--- src/rtl/rmq_pkg.sv ---
// ----------------------------------------------------------------------------
// rmq_pkg: shared definitions for the rotation matrix to quaternion core
// Holds the fixed field widths, the default fraction width and the codes
// for the component that is taken from the square root.
// ----------------------------------------------------------------------------
package rmq_pkg;

    // Width of every matrix entry and quaternion component.
    localparam int DATA_W = 16;

    // Default number of fraction bits (Q2.14).
    localparam int DEF_FRAC_BITS = 14;

    // Quotient width of the scaling divisions; the quotient never exceeds 2^15 + 1.
    localparam int QUOT_W = 17;

    // Width of a sum or difference of two entries.
    localparam int PAIR_W = DATA_W + 1;

    // Number of divided components.
    localparam int LANES = 3;

    typedef logic [1:0] comp_t;

    // Component taken from the square root.
    localparam comp_t COMP_W = 2'd0;
    localparam comp_t COMP_X = 2'd1;
    localparam comp_t COMP_Y = 2'd2;
    localparam comp_t COMP_Z = 2'd3;

endpackage

--- src/rtl/rmq_div_cell.sv ---
// ----------------------------------------------------------------------------
// rmq_div_cell: one quotient bit of three parallel restoring divisions
// Subtracts the shifted divisor from each lane's remainder where it fits and
// registers remainders, quotients, divisor and side data for the next cell.
// ----------------------------------------------------------------------------
module rmq_div_cell #(
    parameter int NUM_W  = 32,
    parameter int DEN_W  = 18,
    parameter int BIT    = 0,
    parameter int SIDE_W = 8
) (
    input  logic                                       clk,
    input  logic                                       en,
    input  logic [rmq_pkg::LANES-1:0][NUM_W-1:0]       rem_in,
    input  logic [rmq_pkg::LANES-1:0][rmq_pkg::QUOT_W-1:0] quot_in,
    input  logic [DEN_W-1:0]                           den_in,
    input  logic [SIDE_W-1:0]                          side_in,
    output logic [rmq_pkg::LANES-1:0][NUM_W-1:0]       rem_out,
    output logic [rmq_pkg::LANES-1:0][rmq_pkg::QUOT_W-1:0] quot_out,
    output logic [DEN_W-1:0]                           den_out,
    output logic [SIDE_W-1:0]                          side_out
);

    localparam int CMP_W = NUM_W + DEN_W + rmq_pkg::QUOT_W;

    logic [CMP_W-1:0]                              shifted;
    logic [rmq_pkg::LANES-1:0][NUM_W-1:0]          rem_next;
    logic [rmq_pkg::LANES-1:0][rmq_pkg::QUOT_W-1:0] quot_next;
    logic [rmq_pkg::LANES-1:0][NUM_W-1:0]          rem_reg;
    logic [rmq_pkg::LANES-1:0][rmq_pkg::QUOT_W-1:0] quot_reg;
    logic [DEN_W-1:0]                              den_reg;
    logic [SIDE_W-1:0]                             side_reg;

    // Compare and subtract in every lane against the divisor shifted to this bit.
    always_comb
    begin
        shifted = CMP_W'(den_in) << BIT;
        for (int l = 0; l < rmq_pkg::LANES; l++)
        begin
            if (CMP_W'(rem_in[l]) >= shifted)
            begin
                rem_next[l]  = rem_in[l] - shifted[NUM_W-1:0];
                quot_next[l] = quot_in[l] | (rmq_pkg::QUOT_W'(1) << BIT);
            end
            else
            begin
                rem_next[l]  = rem_in[l];
                quot_next[l] = quot_in[l];
            end
        end
    end

    always_ff @(posedge clk)
    begin
        if (en)
        begin
            rem_reg  <= rem_next;
            quot_reg <= quot_next;
            den_reg  <= den_in;
            side_reg <= side_in;
        end
    end

    assign rem_out  = rem_reg;
    assign quot_out = quot_reg;
    assign den_out  = den_reg;
    assign side_out = side_reg;

endmodule

--- config.mk ---
export PLATFORM = sky130hd
export DESIGN_NAME = rmq_div_cell
export DESIGN_NICKNAME = d
export VERILOG_FILES = /design/src/rtl/rmq_pkg.sv /design/src/rtl/rmq_div_cell.sv
export SDC_FILE = /design/constraint.sdc
export NUM_CORES = 1
export LEC_CHECK = 0
export BUFFER_PORTS_ARGS = -buffer_cell sky130_fd_sc_hd__clkbuf_2
export CAP_MARGIN = 20
export CORE_AREA = 8 8 148 150
export CTS_BUF_LIST = sky130_fd_sc_hd__clkbuf_8 sky130_fd_sc_hd__clkbuf_16
export DETAILED_ROUTE_END_ITERATION = 8
export DIE_AREA = 0 0 156 158
export PLACE_DENSITY = 0.87
export SLEW_MARGIN = 0
export SYNTH_ARGS = -nofsm -noshare
export SYNTH_HDL_FRONTEND = slang
export SYNTH_SLANG_ARGS = --single-unit
--- constraint.sdc ---
create_clock -name clk -period 4.2 [get_ports clk]
set_input_delay 0.63 -clock clk [delete_from_list [all_inputs] [get_ports clk]]
set_output_delay 0.63 -clock clk [all_outputs]
set_load 0.005 [all_outputs]
==> flow_metrics.tcl, run 1 <==
set metrics [dict create \
    fin_nets 1417 \
    timing.final.crit_share 0.7944 \
    fmax_mhz 299.7 \
    worst_slew_pin_slew_ps 820.7 \
    ys_seq_elements 173 \
    pwr-share-comb 0.205 \
    totalWireLength_um 28960 \
    drcViolationCount 0 \
    synth_top_cell_area_share 0.5430 \
    power.switching_uw 1375 \
    nFillCells 1586 \
    syn_area_sq_um 9567 \
    grt_usage 0.2277 \
    synth_edf_count 173 \
    cp_data_required_time_ps 4380 \
    die_area_sq_um 24650 \
    vias_per_cell 5.449 \
    wl_per_cell_um 19.69 \
    fin_total_pwr_uw 4732 \
    clockBufferDepth 2 \
    vias 8015 \
    grt_max_degree 82 \
    min_path_type "in -> reg" \
    fin_area_sq_um 12250 \
    synth.distinct_cells 71 \
    p_seq_frac 0.460 \
    leakage_uw 0.005376 \
    pwr-share-clk 0.335 \
    grt_pass1_vias 7889 \
    root_buffer "clkbuf_16" \
    die_h_um 158 \
    seq_area_frac_synth 0.5430 \
    clkTransAtPathRegs_ps 70 \
    hold_viol_final 0 \
    rsz0062_at_grt "false" \
    die-width_um 156 \
    dpl.cell_count 1436 \
    p_per_area_nw_per_um2 386.1 \
    place_area_sq_um 11660 \
    drtPass1Iterations 5 \
    dp_hpwl_um 22910 \
    hold_slack_ps 366.1 \
    yosys.area.top_type "edfxtp_1" \
    io_buffers 347 \
    cts.sinks 173 \
    grt_pass1_wl_um 42810 \
    p_int_uw 3356 \
    yosys-top-cells-count "edfxtp_1 (173), nor2_1 (83), a21oi_1 (74)" \
    synth.area.top_cells "edfxtp_1 (54%), ha_1 (7.1%), a21oi_1 (3.9%)" \
    cts_setup_buffers 0 \
    avgSynthCellArea_sq_um 11.57 \
    yosysMostFrequentCell "edfxtp_1" \
    maxCapViolations 0 \
    setup_violations 0 \
    setup_tns_ps 0 \
    syn_to_final_growth_pct 28.09 \
    status "completed" \
    synth_ff_type "edfxtp_1" \
    core_sq_um 19710 \
    gp_congestion 0.8742 \
    initial_core_util 0.4853 \
    final_antenna_net_count 0 \
    cts_buffers 17 \
    stdcell_count 1471 \
    path_class "in -> reg" \
    min_period_ps 3336 \
    syn_inst 827 \
    grt_overflow 0 \
    cts_hold_buf 0 \
    drt_iter0_drc 681 \
    cts_resized 0 \
    async_flop_share 0 \
    relSlewSlack 0.4471 \
    drv_slew 0 \
    antenna_found_initial 3 \
    drive_above_1_share 0.3497 \
    cp.arrival_ps 3520 \
    synth_nets 1059 \
    rows 52 \
    h-tree-depth 4 \
    cp-start-kind "input pin" \
    peakVddDrop_mv 0.2910 \
    cts_tree "done" \
    p_sw_frac 0.2906 \
    io-pin-count 348 \
    ys_warn_count 0 \
    end_kind "flop" \
    path_max_fanout 22 \
]
[cell type report]
cell class | count | area (sq um) | share of cell area
flip-flops and latches | 173 | 5195 | 0.4239
multi-input cells | 600 | 4167 | 0.3400
repair buffers | 358 | 1826 | 0.1490
clock buffers | 17 | 425.4 | 0.03471
well taps | 270 | 337.8 | 0.02757
clock inverters | 15 | 165.2 | 0.01348
inverters | 35 | 131.4 | 0.01072
diodes | 3 | 7.507 | 0.0006126
[power groups by stage]
stage	clock, uW	sequential, uW	combinational [uW]
after floorplan	0	2240	462
after global placement	0	2210	940
after detailed placement	0	2220	960
after CTS	1610	2180	970
after global routing	1670	2200	1060
final	1580	2180	972
[per-stage QoR]
stage               worst slack (ps)  utilization
floorplan                      958.3            -
global placement               662.2       0.5913
detailed placement             505.5       0.5913
CTS                            900.3       0.6212
global route                   644.1       0.6215
finish                         863.6       0.6216
[sequential cells by signal, indices dropped and copies added, names as in the netlist]
name / count
quot_out: 51
side_out: 8
rem_out: 96
den_out: 18
[metal layers]
metal  share of wire  wire (um)  global-route usage
met1            0.39      11290              0.2669
met4           0.022        624             0.09566
met5         0.00031          9                   0
met2            0.50      14580              0.3912
met3           0.085       2457             0.05760
[worst max-delay path, cell delays in order]
cell and delay, ps:
clkbuf_2 90, inv_1 130, ha_1 430, nand2_1 100, nor2_1 250, nor4bb_1 640, a211o_1 520, buf_4 340
mux2_2 370
[layout by cell type, fill, tap and decap left out, drive strengths merged, types with 10 or more instances in the layout]
| cell type | count |
|---|---|
| clkbuf | 363 |
| edfxtp | 173 |
| nor2 | 83 |
| a21oi | 74 |
| ha | 54 |
| nand2 | 45 |
| inv | 44 |
| xnor2 | 41 |
| xor2 | 39 |
| o21ai | 38 |
| a21o | 19 |
| nand2b | 16 |
| nor3 | 15 |
| nand3 | 14 |
| nor2b | 13 |
| buf | 12 |
| or3 | 11 |
| mux2 | 11 |
| or2 | 10 |
[worst paths after layout]
kind | startpoint | to | depth (start not counted)
worst max-delay path | den_in[16] | rem_out[43] | 9
worst min-delay path | quot_in[47] | quot_out[47] | 1
[cells by family (layout without fill, tap and decap cells)]
kind of cell	after synthesis	after routing	synth area share
AO/OA/AOI/OAI	193	193	0.1284
adder cells (fa/ha/maj)	57	57	0.07690
XOR/XNOR	80	80	0.07324
other	0	3	0
AND/OR/NAND/NOR	258	258	0.1419
flip-flops	173	173	0.5430
multiplexers	12	12	0.01399
buffers and inverters	54	425	0.02249
Note: power is estimated with default switching activity, not from simulation.
==> run 2: changes to the inputs <==
Clock period 4.2 ns to 3.19 ns, I/O delays scaled along.
==> flow_metrics.tcl, run 2 (synthesis results as in run 1) <==
set metrics [dict create \
    status "completed" \
    cts.sinks 173 \
    crit_start "den_in[7]" \
    dp_hpwl_um 24600 \
    hold_slack_ps 212.8 \
    cp_data_required_time_ps 3360 \
    io_buffers 347 \
    vias 8362 \
    fin_nets 1490 \
    rsz0062_at_grt "false" \
    h-tree-depth 4 \
    cts_buffers 17 \
    drcViolationCount 0 \
    die_area_sq_um 24650 \
    drv_slew 0 \
    nFillCells 1555 \
    cts_hold_buf 0 \
    wl_per_cell_um 19.92 \
    leakage_uw 0.005728 \
    cts_setup_buffers 0 \
    largest_reg_flops 96 \
    rows 52 \
    grt_pass1_wl_um 46320 \
    clockBufferDepth 2 \
    peakVddDrop_mv 0.3637 \
    grt_overflow 0 \
    final_common_cell "clkbuf_2" \
    gp_congestion 0.8865 \
    drt_iter0_drc 668 \
    vias_per_cell 5.423 \
    syn_to_final_growth_pct 33.94 \
    worst_slew_pin_slew_ps 615.6 \
    antenna_found_initial 1 \
    grt_pass1_vias 8537 \
    path_class "in -> reg" \
    final_antenna_net_count 0 \
    min_from "quot_in[35]" \
    fin_total_pwr_uw 6342 \
    cp.arrival_ps 3200 \
    setup_violations 0 \
    clkTransAtPathRegs_ps 80 \
    root_buffer "clkbuf_16" \
    cts_tree "done" \
    die_h_um 158 \
    grt_max_degree 73 \
    register_area_sq_um 5195 \
    grt_usage 0.2444 \
    initial_core_util 0.4853 \
    fmax_mhz 329.5 \
    drive_above_1_share 0.3871 \
    timing.final.crit_share 0.9513 \
    p_per_area_nw_per_um2 494.9 \
    multi_input_area_sq_um 4167 \
    path_max_fanout 6 \
    min_period_ps 3035 \
    min_path_type "in -> reg" \
    cts_resized 0 \
    totalWireLength_um 30720 \
    die-width_um 156 \
    end_kind "flop" \
    drtPass1Iterations 5 \
    maxCapViolations 0 \
    io-pin-count 348 \
    hold_viol_final 0 \
    cp-start-kind "input pin" \
    relSlewSlack 0.5838 \
    core_sq_um 19710 \
    layout_common_cells "clkbuf_2 (346), edfxtp_1 (173), nor2_1 (83), buf_4 (83), a21oi_1 (74)" \
]
run 2: changes by cell type in the layout (fill, tap and decap cells not counted):
cell	previous run	this run
clkinv_8	3	5
clkinvlp_4	0	1
buf_4	11	83
clkinv_4	2	1
diode_2	3	1
inv_12	1	0
inv_8	3	2
buf_12	0	1
run 2: worst paths after layout:
| kind | depth (start not counted) | slack, ps | to |
|---|---|---|---|
| min | 1 | 210 | quot_out[35] |
| max | 12 | 160 | rem_out[84] |
run 2: layer usage:
metal  GRT usage  vias up  share of wire
met5           0        -              0
met4      0.1058        0          0.031
met3     0.05788       67          0.076
met2      0.4255      407           0.50
met1      0.2833     3911           0.39
li1            -     3977              -
run 2: worst max-delay path, stage by stage:
cell,delay [ps]
clkbuf_2,90
inv_1,230
ha_1,320
a21o_1,220
nor2_1,130
a31oi_1,130
or4b_1,510
a41oi_1,290
o21ai_1,220
buf_4,200
nor3_1,270
xor2_1,120
run 2: area by class of cell:
class                   count  share of cell area
flip-flops and latches    173              0.4054
multi-input cells         600              0.3252
repair buffers            431              0.1862
clock buffers              17             0.03320
well taps                 270             0.02636
clock inverters            15             0.01318
inverters                  35             0.01025
diodes                      1           0.0001953
run 2: per-stage QoR:
stage | instances | util | cell area, sq um | setup slack, ps | setup TNS, ps
floorplan | 827 | - | 9567 | 99.80 | 0
global placement | 1509 | 0.6197 | 12220 | -60.55 | -182.1
detailed placement | 1509 | 0.6197 | 12220 | -188.7 | -973.0
CTS | 1541 | 0.6498 | 12810 | 251.0 | 0
global route | 1542 | 0.6500 | 12810 | 68.38 | 0
finish | 1542 | 0.6500 | 12810 | 155.3 | 0
run 2: power by group:
part           switching [uW]  total [uW]  internal, uW
sequential               67.7        2870          2800
clock                    1020        2080          1050
combinational             752        1400           646
==> run 3: changes to the inputs <==
Settings changed: CORE_AREA 8 8 148 150 to 8 8 175 177, DIE_AREA 0 0 156 158 to 0 0 183 185, PLACE_DENSITY 0.87 to 0.67.
==> flow_metrics.tcl, run 3 (synthesis results as in run 1) <==
set metrics [dict create \
    status "completed" \
    clockBufferDepth 2 \
    grt_use_met1 0.2315 \
    fmax_mhz 340.5 \
    min_period_ps 2937 \
    p_per_area_nw_per_um2 493.1 \
    pwr-share-comb 0.219 \
    clkTransAtPathRegs_ps 80 \
    drtPass1Iterations 6 \
    peakVddDrop_mv 0.3281 \
    cpPeakStageDelay_ps 510 \
    rsz0062_at_grt "false" \
    setup_violations 0 \
    die_area_sq_um 33860 \
    totalWireLength_um 32090 \
    fin_total_pwr_uw 6468 \
    dp_hpwl_um 26010 \
    maxCapViolations 0 \
    cts_hold_buf 0 \
    cp_data_required_time_ps 3360 \
    drv_slew 0 \
    post-place-ws_ps -162.7 \
    h-tree-depth 4 \
    antenna_found_initial 3 \
    stdcell_count 1673 \
    drcViolationCount 0 \
    hold_end "quot_out[4]" \
    io-pin-count 348 \
    timing.final.crit_share 0.9207 \
    die-width_um 183 \
    gp_congestion 0.9007 \
    cp-start-kind "input pin" \
    grt_pass1_wl_um 47980 \
    end_kind "flop" \
    path_class "in -> reg" \
    min_path_type "in -> reg" \
    cp_cell_sequence "clkbuf_2 -> ha_1 -> fa_1 -> nor2b_1 -> o21bai_1 -> a31oi_1 -> or4b_1 -> a41oi_1 -> o21ai_1 -> nor4b_1 -> xor2_1" \
    grt_use_met2 0.3104 \
    root_buffer "clkbuf_16" \
    cts.sinks 173 \
    grt_pass1_vias 8311 \
    hold_slack_ps 203.0 \
    die_h_um 185 \
    p_int_uw 4532 \
    path_max_fanout 7 \
    syn_to_final_growth_pct 37.10 \
    p_seq_frac 0.443 \
    busiest_layer "met2" \
    cts_resized 0 \
    initial_core_util 0.3407 \
    crit_slowest_cell "or4b_1" \
    finalWorstSetupSlack_ps 252.9 \
    grt_usage 0.1841 \
    final_common_cell "clkbuf_2" \
    vias 8170 \
    final_antenna_net_count 0 \
    met3_usage 0.04374 \
    drive_above_1_share 0.3952 \
    relSlewSlack 0.6430 \
    cts_buffers 17 \
    cts_tree "done" \
    drt_iter0_drc 457 \
    cp.arrival_ps 3110 \
    vias_per_cell 4.883 \
    dpl.cell_count 1640 \
    grt_overflow 0 \
    largest_reg_flops 96 \
    wl_per_cell_um 19.18 \
    rows 62 \
    cts_setup_buffers 0 \
    worst_slew_pin_slew_ps 528.1 \
    fin_nets 1507 \
    power.switching_uw 1936 \
    layout_common_cells "clkbuf_2 (346), edfxtp_1 (173), buf_4 (99)" \
    pwr-share-clk 0.337 \
    min_from "quot_in[4]" \
    core_sq_um 28080 \
    p_sw_frac 0.2993 \
    io_buffers 347 \
    leakage_uw 0.005824 \
    hold_viol_final 0 \
    grt_max_degree 50 \
    min_path_cells 1 \
]
==> run 3: metal layers <==
| metal | wire (um) | vias to the layer above | part of all wire |
|---|---|---|---|
| met5 | 27 | - | 0.00084 |
| met4 | 597 | 4 | 0.019 |
| met3 | 1947 | 33 | 0.061 |
| met2 | 15590 | 277 | 0.49 |
| met1 | 13930 | 3855 | 0.43 |
| li1 | - | 4001 | - |
==> run 3: critical path: cells and delay by family <==
family / cells / cell delay (ps)
AO/OA/AOI/OAI: 4 / 920
adder cells (fa/ha/maj): 2 / 460
buffers and inverters: 1 / 130
AND/OR/NAND/NOR: 3 / 990
XOR/XNOR: 1 / 120
==> run 3: power by group through the flow <==
| stage | Sequential, uW | Combinational, uW | Clock, uW |
|---|---|---|---|
| after floorplan | 2940 | 609 | 0 |
| after global placement | 2920 | 1400 | 0 |
| after detailed placement | 2920 | 1420 | 0 |
| after CTS | 2870 | 1430 | 2240 |
| after global routing | 2900 | 1560 | 2310 |
| final | 2870 | 1420 | 2180 |
==> run 3: layout make-up <==
| type | instances | area (sq um) |
|---|---|---|
| multi-input cells | 600 | 4167 |
| clock inverters | 15 | 188.9 |
| inverters | 35 | 131.4 |
| repair buffers | 448 | 2526 |
| clock buffers | 17 | 425.4 |
| flip-flops and latches | 173 | 5195 |
| fillers | 2662 | 14970 |
| diodes | 1 | 2.502 |
| well taps | 384 | 480.5 |
==> run 3: worst max path at each step <==
| stage | start | endpoint | slack (ps) | cells past startpoint |
|---|---|---|---|---|
| finish | den_in[0] | rem_out[94] | 250 | 11 |
| detailed placement | den_in[7] | rem_out[94] | -160 | 11 |
| CTS | den_in[0] | rem_out[86] | 290 | 11 |
| floorplan | den_in[7] | rem_out[23] | 100 | 12 |
| global route | den_in[0] | rem_out[86] | 50 | 11 |
| global placement | rem_in[64] | rem_out[94] | -90 | 12 |
==> run 3: through the flow <==
step / cell area, sq um / util / TNS [ps]
finish: 13120 / 0.4671 / 0
global route: 13120 / 0.4671 / 0
CTS: 13110 / 0.4670 / 0
detailed placement: 12500 / 0.4451 / -1043
global placement: 12500 / 0.4451 / -402.9
floorplan: 9567 / - / 0
