===== config.mk =====
export PLATFORM = sky130hd
export DESIGN_NAME = rmq_sqrt_cell
export DESIGN_NICKNAME = d
export VERILOG_FILES = /design/src/rtl/rmq_sqrt_cell.sv
export SDC_FILE = /design/constraint.sdc
export NUM_CORES = 1
export LEC_CHECK = 0
export ABC_AREA = 0
export BUFFER_PORTS_ARGS = -buffer_cell sky130_fd_sc_hd__buf_4
export CORE_ASPECT_RATIO = 1.75
export CORE_MARGIN = 2
export CORE_UTILIZATION = 40
export CTS_CLUSTER_SIZE = 20
export DETAILED_ROUTE_END_ITERATION = 8
export PLACE_DENSITY_LB_ADDON = 0.2
export RECOVER_POWER = 50
export SLEW_MARGIN = 15
export SYNTH_ARGS = -nofsm -noshare
export SYNTH_HDL_FRONTEND = slang
export SYNTH_SLANG_ARGS = --single-unit

===== constraint.sdc =====
create_clock -name clk -period 9.4 [get_ports clk]
set_clock_uncertainty 0.2 [all_clocks]
set_input_delay 2.35 -clock clk [delete_from_list [all_inputs] [get_ports clk]]
set_output_delay 2.35 -clock clk [all_outputs]
set_load 0.03 [all_outputs]

===== src/rtl/rmq_sqrt_cell.sv =====
// ----------------------------------------------------------------------------
// rmq_sqrt_cell: one bit of a pipelined integer square root
// Tries one root bit against the remaining radicand and registers the new
// remainder, the partial root and the side data for the next cell.
// ----------------------------------------------------------------------------
module rmq_sqrt_cell #(
    parameter int REM_W  = 34,
    parameter int ROOT_W = 16,
    parameter int BIT    = 0,
    parameter int SIDE_W = 8
) (
    input  logic              clk,
    input  logic              en,
    input  logic [REM_W-1:0]  rem_in,
    input  logic [ROOT_W-1:0] root_in,
    input  logic [SIDE_W-1:0] side_in,
    output logic [REM_W-1:0]  rem_out,
    output logic [ROOT_W-1:0] root_out,
    output logic [SIDE_W-1:0] side_out
);

    logic [REM_W-1:0]  trial;
    logic              take;
    logic [REM_W-1:0]  rem_next;
    logic [ROOT_W-1:0] root_next;
    logic [REM_W-1:0]  rem_reg;
    logic [ROOT_W-1:0] root_reg;
    logic [SIDE_W-1:0] side_reg;

    // (2r + b) * b with b = 2^BIT, where r holds only higher bits.
    always_comb
    begin
        trial     = (REM_W'(root_in) << (BIT + 1)) + (REM_W'(1) << (2 * BIT));
        take      = (rem_in >= trial);
        rem_next  = take ? (rem_in - trial) : rem_in;
        root_next = take ? (root_in | (ROOT_W'(1) << BIT)) : root_in;
    end

    always_ff @(posedge clk)
    begin
        if (en)
        begin
            rem_reg  <= rem_next;
            root_reg <= root_next;
            side_reg <= side_in;
        end
    end

    assign rem_out  = rem_reg;
    assign root_out = root_reg;
    assign side_out = side_reg;

endmodule


==> metrics, run 1 <==
relative slew slack -105%; Slew @ Worst Pin 3.08 ns; Area Overhead vs Synth 37.4%; hold depth 1; total number of vias 2,750; FP Rows 43; syn avg cell area 10.9 um2; IO buf count 117; Net count, final 503; GRT Max-Usage Layer met2; CP Cell Sequence buf_4, or4_4, or4_1, a211o_1, nor2_4, and2_1, nor4_1, xor2_1; CP Buf/Inv Count 1; largest fanout on the critical path 33; CTS Sinks 58; met1 Usage GRT 19.0%; ys flop type edfxtp_1; Cell Area, Synth 3300 um2; EDFF count, synth 58; max_cap viols 1; # resized after CTS 0; P per Cell Area 197 nW/um2; Worst Path Arrival 5.24 ns; top cells by area, synth edfxtp_1 53%, ha_1 6.4%, xnor2_1 4.2%; wire length per cell 15.3 um; Seq cells post-synth 58; CTS H-tree depth 3; DIE AREA 9030 um2; CTS Buffer Depth 2; Root Buffer clkbuf_16; Max VDD drop 114 uV; hold buffers post-CTS 0; Vias per Instance 5.29; failing checks max-capacitance violations, max-slew violations; GRT met2 Usage 33.2%; Async SR Flop Fraction 0%; Die X 72.7 um; routability cong. 0.833; vias in the first global route 2,743; Fmax 186 MHz; worst hold path type input pin to register; met3 Usage GRT 4.78%; global-route wire length before repair 12.7 mm; core footprint 7960 um2; post-synth net total 381; diode count 0; layout cells sized above 1 29.3%; Slowest-stage cell, CP and2_1; RSZ-0062 raised after global routing false; Setup crit end kind register; Tmin final 5.38 ns; cell taking the most area after synthesis edfxtp_1; remaining routing DRC violations 0; DP Wirelength 6.23 mm; Placed Area 4250 um2; slowest cell delay on critical path 0.88 ns; Seq/Total Area, Yosys 52.7%; clk slew on worst S/H paths 0.05 ns; initial core utilization 41.5%; DRT Wirelength 7.96 mm; Setup crit start kind input pin; number of library cell types mapped by synthesis 50; CTS tree done; Fin. Hold Viols 0; final period utilization 57.2%; initial antenna violation count 0; I/O pin count 118; Pleak 0.00189 uW; Inserted Clock Buffers 9; cell class contributing the biggest share of worst-path delay simple AND/OR/NAND/NOR gates; initial DRC count 151; Congestion Overflow GR 0; post-layout util 57.0%; Total GRT Usage 18.3%; largest net degree at the start of global routing 59; crit path kind input pin to register; Die Y 124 um; first drt pass iteration count 4; hold path start side_in[3]; synth warn 0; ANT nets after route 0; Hold EP side_out[3]$_DFFE_PP_; cell count after synthesis 303; post-route setup TNS 0 ns; Final Cell Area 4540 um2; post-CTS setup buffer count 0; outcome finished with violations; Final Slew Violations 59; final setup fails 0; post-synth top area share 52.7%; Worst EP required 9.26 ns
[registers in the layout (all words and copies together), names as in the netlist]
register  flops
root_out     16
rem_out      34
side_out      8
[placed cells by master (no fill, tap or decap), types with 2 or more instances in the layout]
cell type and count:
buf_4 87, edfxtp_1 58, nand2_1 32, inv_1 24, nor2_1 19, clkbuf_4 18, ha_1 17, xnor2_1 16
a21oi_1 15, o21ai_1 14, clkbuf_1 14, xor2_1 12, o21ai_0 11, nand3_1 9, clkbuf_16 9, nor4_1 7
nor3_1 7, a21o_1 5, nand2b_1 5, nand4_1 5, or4_1 4, o31a_1 3, bufinv_16 3, a211o_1 2
or2_2 2, a311oi_1 2, a31oi_1 2, and2_1 2, a22oi_1 2
[worst max-delay path by stage]
stage / cells after the start / from / to
3_3_place_gp: 8 / rem_in[28] / rem_out[21]$_DFFE_PP_
2_1_floorplan: 9 / root_in[2] / rem_out[27]$_DFFE_PP_
3_5_place_dp: 8 / rem_in[28] / rem_out[21]$_DFFE_PP_
5_1_grt: 10 / root_in[1] / rem_out[21]$_DFFE_PP_
4_1_cts: 8 / rem_in[28] / rem_out[21]$_DFFE_PP_
6_report: 8 / rem_in[28] / rem_out[21]$_DFFE_PP_
[per-stage QoR]
stage / setup slack [ns] / hold WS [ns] / total power (uW) / cells
after CTS: 3.98 / 1.99 / 908 / 520
after floorplan: 4.53 / 2.25 / 453 / 303
final: 4.02 / 2.02 / 895 / 520
after global routing: 3.77 / 2.01 / 934 / 520
after detailed placement: 3.65 / 2.33 / 538 / 504
after global placement: 3.71 / 2.33 / 536 / 504
[cell families (layout without fill, tap and decap cells)]
family                     Yosys count  count (layout)  synth area share [%]
DFF                                 58              58                  52.7
adders and majority gates           18              18                  7.05
AOI/OAI and AO/OA                   69              69                  13.5
and+or+nand+nor                     99              99                  14.9
muxes                                1               1                 0.303
xor gates and xnor gates            28              28                  7.42
buffers and inverters               30             157                  4.13
[power breakdown]
group	internal, uW	switching [uW]
clock network	258	109
logic	78.6	123
registers	320	7.46
total	656	239
[layer usage]
layer  part of all wire, %  up-vias  routed length, um
met2                    56       88               4460
met5                     0        -                  0
li1                      -     1369                  -
met1                    36     1281               2900
met3                   5.7       12                455
met4                   1.8        0                144
[cells in the mapped netlist (7+ instances only)]
cell	number
nand3_1	9
inv_1	24
a21oi_1	15
nor4_1	7
o21ai_0	11
edfxtp_1	58
o21ai_1	14
nor3_1	7
ha_1	17
nor2_1	19
xor2_1	12
xnor2_1	16
nand2_1	32
[area by class of cell]
cell class	count	area, um2
clock inverter	5	103
clock buffer	11	233
sequential	58	1740
timing repair buffer	117	833
multi-input combinational	215	1430
fill	737	3420
inverter	24	90.1
tap	90	113
Note: power is estimated with default switching activity, not from simulation.
==> run 2: changes to the inputs <==
--- a/config.mk
+++ b/config.mk
@@ -5,7 +5,7 @@
 export SDC_FILE = /design/constraint.sdc
 export NUM_CORES = 1
 export LEC_CHECK = 0
-export ABC_AREA = 0
+export ABC_AREA = 1
 export BUFFER_PORTS_ARGS = -buffer_cell sky130_fd_sc_hd__buf_4
 export CORE_ASPECT_RATIO = 1.75
 export CORE_MARGIN = 2
==> constraint.sdc (replaced) <==
create_clock -name clk -period 4.9 [get_ports clk]
set_clock_uncertainty 0.2 [all_clocks]
set_input_delay 1.225 -clock clk [delete_from_list [all_inputs] [get_ports clk]]
set_output_delay 1.225 -clock clk [all_outputs]
set_load 0.03 [all_outputs]
==> run 2 against run 1 <==
  * The run still ends with max-capacitance violations, max-slew violations left
  * Setup slack worse by 2.9 ns
  * Clock power rose by 82%
  * Combinational power up 120%
  * Sequential share of layout area down 5.4 points
  * Sequential cell count did not move
  * Non-clock buffer count did not move
  * Area after synthesis increased by 23%
  * First-iteration DRC count grew 2.6%
  * Sequential power grew 91%
==> metrics, run 2 <==
post-synth top area share 42.9% (-9.9 points); Setup crit start kind input pin; post-synth net total 606 (+59%); # resized after CTS 0 (unchanged); IO buf count 117 (unchanged); FP Rows 48 (+12%); worst hold path type input pin to register; cell taking the most area after synthesis edfxtp_1; Congestion Overflow GR 0 (unchanged); global-route wire length before repair 17.9 mm (+42%); Tmin final 3.79 ns; CTS Buffer Depth 2 (unchanged); Worst EP required 4.58 ns (-4.68 ns); Total GRT Usage 21.6% (+3.2 points); Async SR Flop Fraction 0% (unchanged); CTS H-tree depth 3 (unchanged); fin cells 782 (+50%); Root Buffer clkbuf_16; Cell Area, Synth 4060 um2 (+23%); routability cong. 0.840 (+0.88%); relative slew slack -111% (-5.4 points); cell class contributing the biggest share of worst-path delay buffers and inverters; ys flop type edfxtp_1; Worst Path Arrival 3.47 ns (-1.77 ns); first drt pass iteration count 4 (unchanged); final period utilization 77.3%; top-count cell post-synth nand2_1; Die Y 137 um (+11%); most frequent cells after synthesis 199 x nand2_1, 84 x inv_1, 58 x edfxtp_1; dpl cells 766 (+52%); slowest cell delay on critical path 2.18 ns (+1.30 ns); largest fanout on the critical path 58 (+76%); CP Cell Sequence clkbuf_1; P per Cell Area 328 nW/um2 (+66%); crit path kind input pin to register; RSZ-0062 raised after global routing false; wire length per cell 14.3 um (-6.8%); syn avg cell area 7.70 um2 (-29%); worst hold slack 0.888 ns (-1.13 ns); CTS tree done; diode count 0 (unchanged); remaining routing DRC violations 0 (unchanged); Largest register FFs 34 (unchanged); number of library cell types mapped by synthesis 25 (-50%); DIE AREA 11,000 um2 (+22%); outcome finished with violations; total number of vias 3,684 (+34%); Die X 80.2 um (+10%); cell count after synthesis 528 (+74%); final setup fails 0 (unchanged); Fmax 264 MHz; Fin. Hold Viols 0 (unchanged); Seq/Total Area, Yosys 42.9% (-9.9 points); failing checks max-capacitance violations, max-slew violations; initial core utilization 41.3% (-0.22 points); Seq cells post-synth 58 (unchanged); layout cells sized above 1 21.6% (-7.7 points); Pleak 0.00252 uW (+34%); commonest non-fill, non-tap cell in the layout nand2_1; I/O pin count 118 (unchanged); post-CTS setup buffer count 0 (unchanged); synth warn 0 (unchanged); Slowest-stage cell, CP clkbuf_1; clk slew on worst S/H paths 0.05 ns (about the same); core footprint 9850 um2 (+24%); setup ws final 1.11 ns (-2.91 ns); Net count, final 730 (+45%); Final Slew Violations 59 (unchanged); largest net degree at the start of global routing 59 (unchanged); pre-CTS WS 1.26 ns (-2.40 ns); Area Overhead vs Synth 30.0%; max_cap viols 1 (unchanged); DRT Wirelength 11.2 mm (+40%); Inserted Clock Buffers 9 (unchanged); DP Wirelength 9.08 mm (+46%); initial DRC count 155 (+2.6%); Slew @ Worst Pin 3.16 ns (+0.0817 ns); initial antenna violation count 0 (unchanged); post-route setup TNS 0 ns (unchanged); commonest cells after routing, fill and taps aside 199 x nand2_1, 87 x buf_4, 84 x inv_1, 58 x edfxtp_1, 57 x nor2_1; CP Buf/Inv Count 1 (unchanged); CTS Sinks 58 (unchanged); Vias per Instance 4.71 (-11%); Setup crit end kind register; hold buffers post-CTS 0 (unchanged); ANT nets after route 0 (unchanged); Max VDD drop 206 uV (+80%); top cells by area, synth edfxtp_1 43%, nand2_1 18%, inv_1 7.8%; EDFF count, synth 58 (unchanged); vias in the first global route 3,725 (+36%)
==> run 2: changes by cell type in the layout (fill, tap and decap cells not counted), moves of 7 or more <==
cell and change:
nand2_1 +167, inv_1 +60, nor2_1 +38, a21oi_2 +16
nand3_1 +14, o21ai_1 -14, xnor2_1 -13, nor4_1 -7
==> run 2: power breakdown <==
group          switching (uW)  total (uW)  internal, uW
registers                13.1         626           613
logic                     283         439           157
clock network             226         667           441
==> run 2: through the flow <==
stage / cell area, um2 / total power [uW] / util [%]
after floorplan: 4060 / 911 / -
after global placement: 5040 / 1080 / 51.1
after detailed placement: 5040 / 1090 / 51.1
after CTS: 5350 / 1760 / 54.3
after global routing: 5280 / 1820 / 53.6
final: 5280 / 1730 / 53.6
==> run 2: worst paths after layout <==
kind	startpoint	to	slack, ns	cells past startpoint
setup / recovery	en	rem_out[27]$_DFFE_PP_	1.11	1
hold / removal	side_in[0]	side_out[0]$_DFFE_PP_	0.89	1
==> run 2: logic make-up (layout without fill, tap and decap cells) <==
family / Yosys count / in the layout / synth area share (%)
compound gates: 39 / 39 / 7.33
buf+inv: 89 / 218 / 9.51
xor+xnor: 15 / 15 / 3.23
flops: 58 / 58 / 42.9
simple gates: 309 / 309 / 31.3
fa+ha+maj: 18 / 18 / 5.73
==> run 2: layer usage <==
metal | vias to the layer above | share of wire (%) | GRT usage (%) | wire length [um]
met5 | - | 0 | 0 | 0
met4 | 0 | 2.0 | 8.19 | 222
met3 | 17 | 4.2 | 4.19 | 468
met2 | 81 | 56 | 40.6 | 6250
met1 | 1658 | 38 | 23.3 | 4220
li1 | 1928 | - | - | -
==> run 2: cell type report <==
| class | instances | area (um2) |
|---|---|---|
| multi-input combinational | 381 | 1940 |
| tap | 125 | 156 |
| fill | 1019 | 4570 |
| sequential | 58 | 1740 |
| inverter | 85 | 324 |
| clock buffer | 10 | 229 |
| clock inverter | 6 | 81.3 |
| timing repair buffer | 117 | 815 |
==> run 3: changes to the inputs <==
==> constraint.sdc (replaced) <==
create_clock -name clk -period 3.9 [get_ports clk]
set_clock_uncertainty 0.2 [all_clocks]
set_input_delay 0.975 -clock clk [delete_from_list [all_inputs] [get_ports clk]]
set_output_delay 0.975 -clock clk [all_outputs]
set_load 0.03 [all_outputs]
==> run 3 against run 2 <==
  * Total power grew 21%
  * Via count increased by 1.2%
  * Hold slack worse by 0.24 ns
  * Sequential cell count unchanged
  * Largest cell class unchanged
  * The flow now finishes without violations
  * First-iteration DRC count shrank 16%
  * Sequential power up 25%
  * Largest power group is now sequential cells
  * Highest routed layer unchanged
  * Routed wire length down 1.1%
  * Sequential share of layout area barely moved
==> metrics, run 3 (synthesis results as in run 2) <==
setup ws final 1.00 ns (-0.108 ns); met3 Usage GRT 4.13% (-0.066 points); DRT Wirelength 11.0 mm (-1.1%); Fin. Hold Viols 0 (unchanged); worst hold path type input pin to register; Inserted Clock Buffers 9 (unchanged); Worst EP required 3.79 ns (-0.79 ns); P per Cell Area 397 nW/um2 (+21%); CTS H-tree depth 3 (unchanged); post-layout util 53.7% (+0.076 points); Area Overhead vs Synth 30.2%; commonest cells after routing, fill and taps aside 199 x nand2_1, 88 x buf_4, 84 x inv_1, 58 x edfxtp_1, 57 x nor2_1; core footprint 9850 um2 (unchanged); hold buffers post-CTS 0 (unchanged); max_cap viols 0 (-1); CTS Buffer Depth 2 (unchanged); final setup fails 0 (unchanged); Pleak 0.00254 uW (+0.45%); Die Y 137 um (unchanged); total number of vias 3,730 (+1.2%); layout cells sized above 1 22.6% (+1.0 points); ANT nets after route 0 (unchanged); Setup crit end kind register; post-CTS setup buffer count 0 (unchanged); Tmin final 2.90 ns; I/O pin count 118 (unchanged); diode count 0 (unchanged); initial antenna violation count 0 (unchanged); Final Slew Violations 0 (-100%); clk slew on worst S/H paths 0.05 ns (about the same); largest net degree at the start of global routing 59 (unchanged); Vias per Instance 4.76 (+1.1%); final period utilization 74.3%; Fmax 345 MHz; GRT met2 Usage 39.9% (-0.65 points); commonest non-fill, non-tap cell in the layout nand2_1; CTS tree done; pre-CTS WS 0.688 ns (-0.569 ns); RSZ-0062 raised after global routing false; Root Buffer clkbuf_16; Max VDD drop 210 uV (+2.3%); global-route wire length before repair 17.6 mm (-2.1%); met1 Usage GRT 23.3% (about the same); Congestion Overflow GR 0 (unchanged); remaining routing DRC violations 0 (unchanged); Largest register FFs 34 (unchanged); crit path kind input pin to register; relative slew slack 3.88% (+110 points); wire length per cell 14.1 um (-1.3%); initial DRC count 130 (-16%); FP Rows 48 (unchanged); DIE AREA 11,000 um2 (unchanged); Slew @ Worst Pin 1.44 ns (-1.72 ns); Net count, final 731 (+0.14%); routability cong. 0.858 (+2.1%); Final Total Pwr 2100 uW (+21%); Die X 80.2 um (unchanged); GRT Max-Usage Layer met2; Setup crit start kind input pin; IO buf count 117 (unchanged); CTS Sinks 58 (unchanged); first drt pass iteration count 4 (unchanged); outcome completed; vias in the first global route 3,694 (-0.83%); largest fanout on the critical path 34 (-41%); DP Wirelength 8.98 mm (-1.1%); Worst Path Arrival 2.78 ns (-0.69 ns); Total GRT Usage 21.0% (-0.54 points); # resized after CTS 0 (unchanged); post-route setup TNS 0 ns (unchanged); initial core utilization 41.3% (unchanged)
==> run 3: changes by cell type in the layout (fill, tap and decap cells not counted) <==
cell,before,now
buf_4,87,88
bufinv_16,2,1
clkbuf_1,18,11
clkbuf_2,0,1
clkbuf_4,13,19
clkinv_1,1,2
clkinv_2,2,1
clkinvlp_4,1,2
==> run 3: per-layer routing <==
layer	share of wire, %	up-vias
met5	0	-
met4	1.5	0
met3	4.8	12
met2	56	98
met1	38	1696
li1	-	1924
==> run 3: per-stage QoR <==
step,instance area [um2],std cells,hold slack [ns]
finish,5290,783,0.645
global route,5290,783,0.634
CTS,5330,783,0.614
detailed placement,5040,767,0.954
global placement,5040,767,0.954
floorplan,4060,528,0.874
==> run 3: critical path: stages <==
cell,delay [ns]
clkbuf_4,0.11
inv_1,0.04
ha_1,0.34
inv_1,0.07
nor2_1,0.19
nand2_1,0.14
nor2_1,0.21
nand4_1,0.10
nand2_1,0.07
nand3b_4,0.19
inv_6,0.15
nand2_1,0.10
nand2_1,0.05
==> run 3: worst paths after layout <==
| check | slack (ns) | start | cells past startpoint | endpoint |
|---|---|---|---|---|
| hold / removal | 0.65 | side_in[2] | 1 | side_out[2]$_DFFE_PP_ |
| setup / recovery | 1.00 | root_in[15] | 13 | rem_out[0]$_DFFE_PP_ |
==> run 3: layout make-up <==
cell class | count | area [um2]
sequential | 58 | 1740
multi-input combinational | 381 | 1940
inverter | 85 | 324
timing repair buffer | 118 | 846
tap | 125 | 156
clock inverter | 6 | 57.6
clock buffer | 10 | 229
fill | 994 | 4560
==> run 3: where the power goes <==
part | internal, uW | switching [uW]
Sequential | 769 | 16.5
Clock | 488 | 273
Combinational | 199 | 355
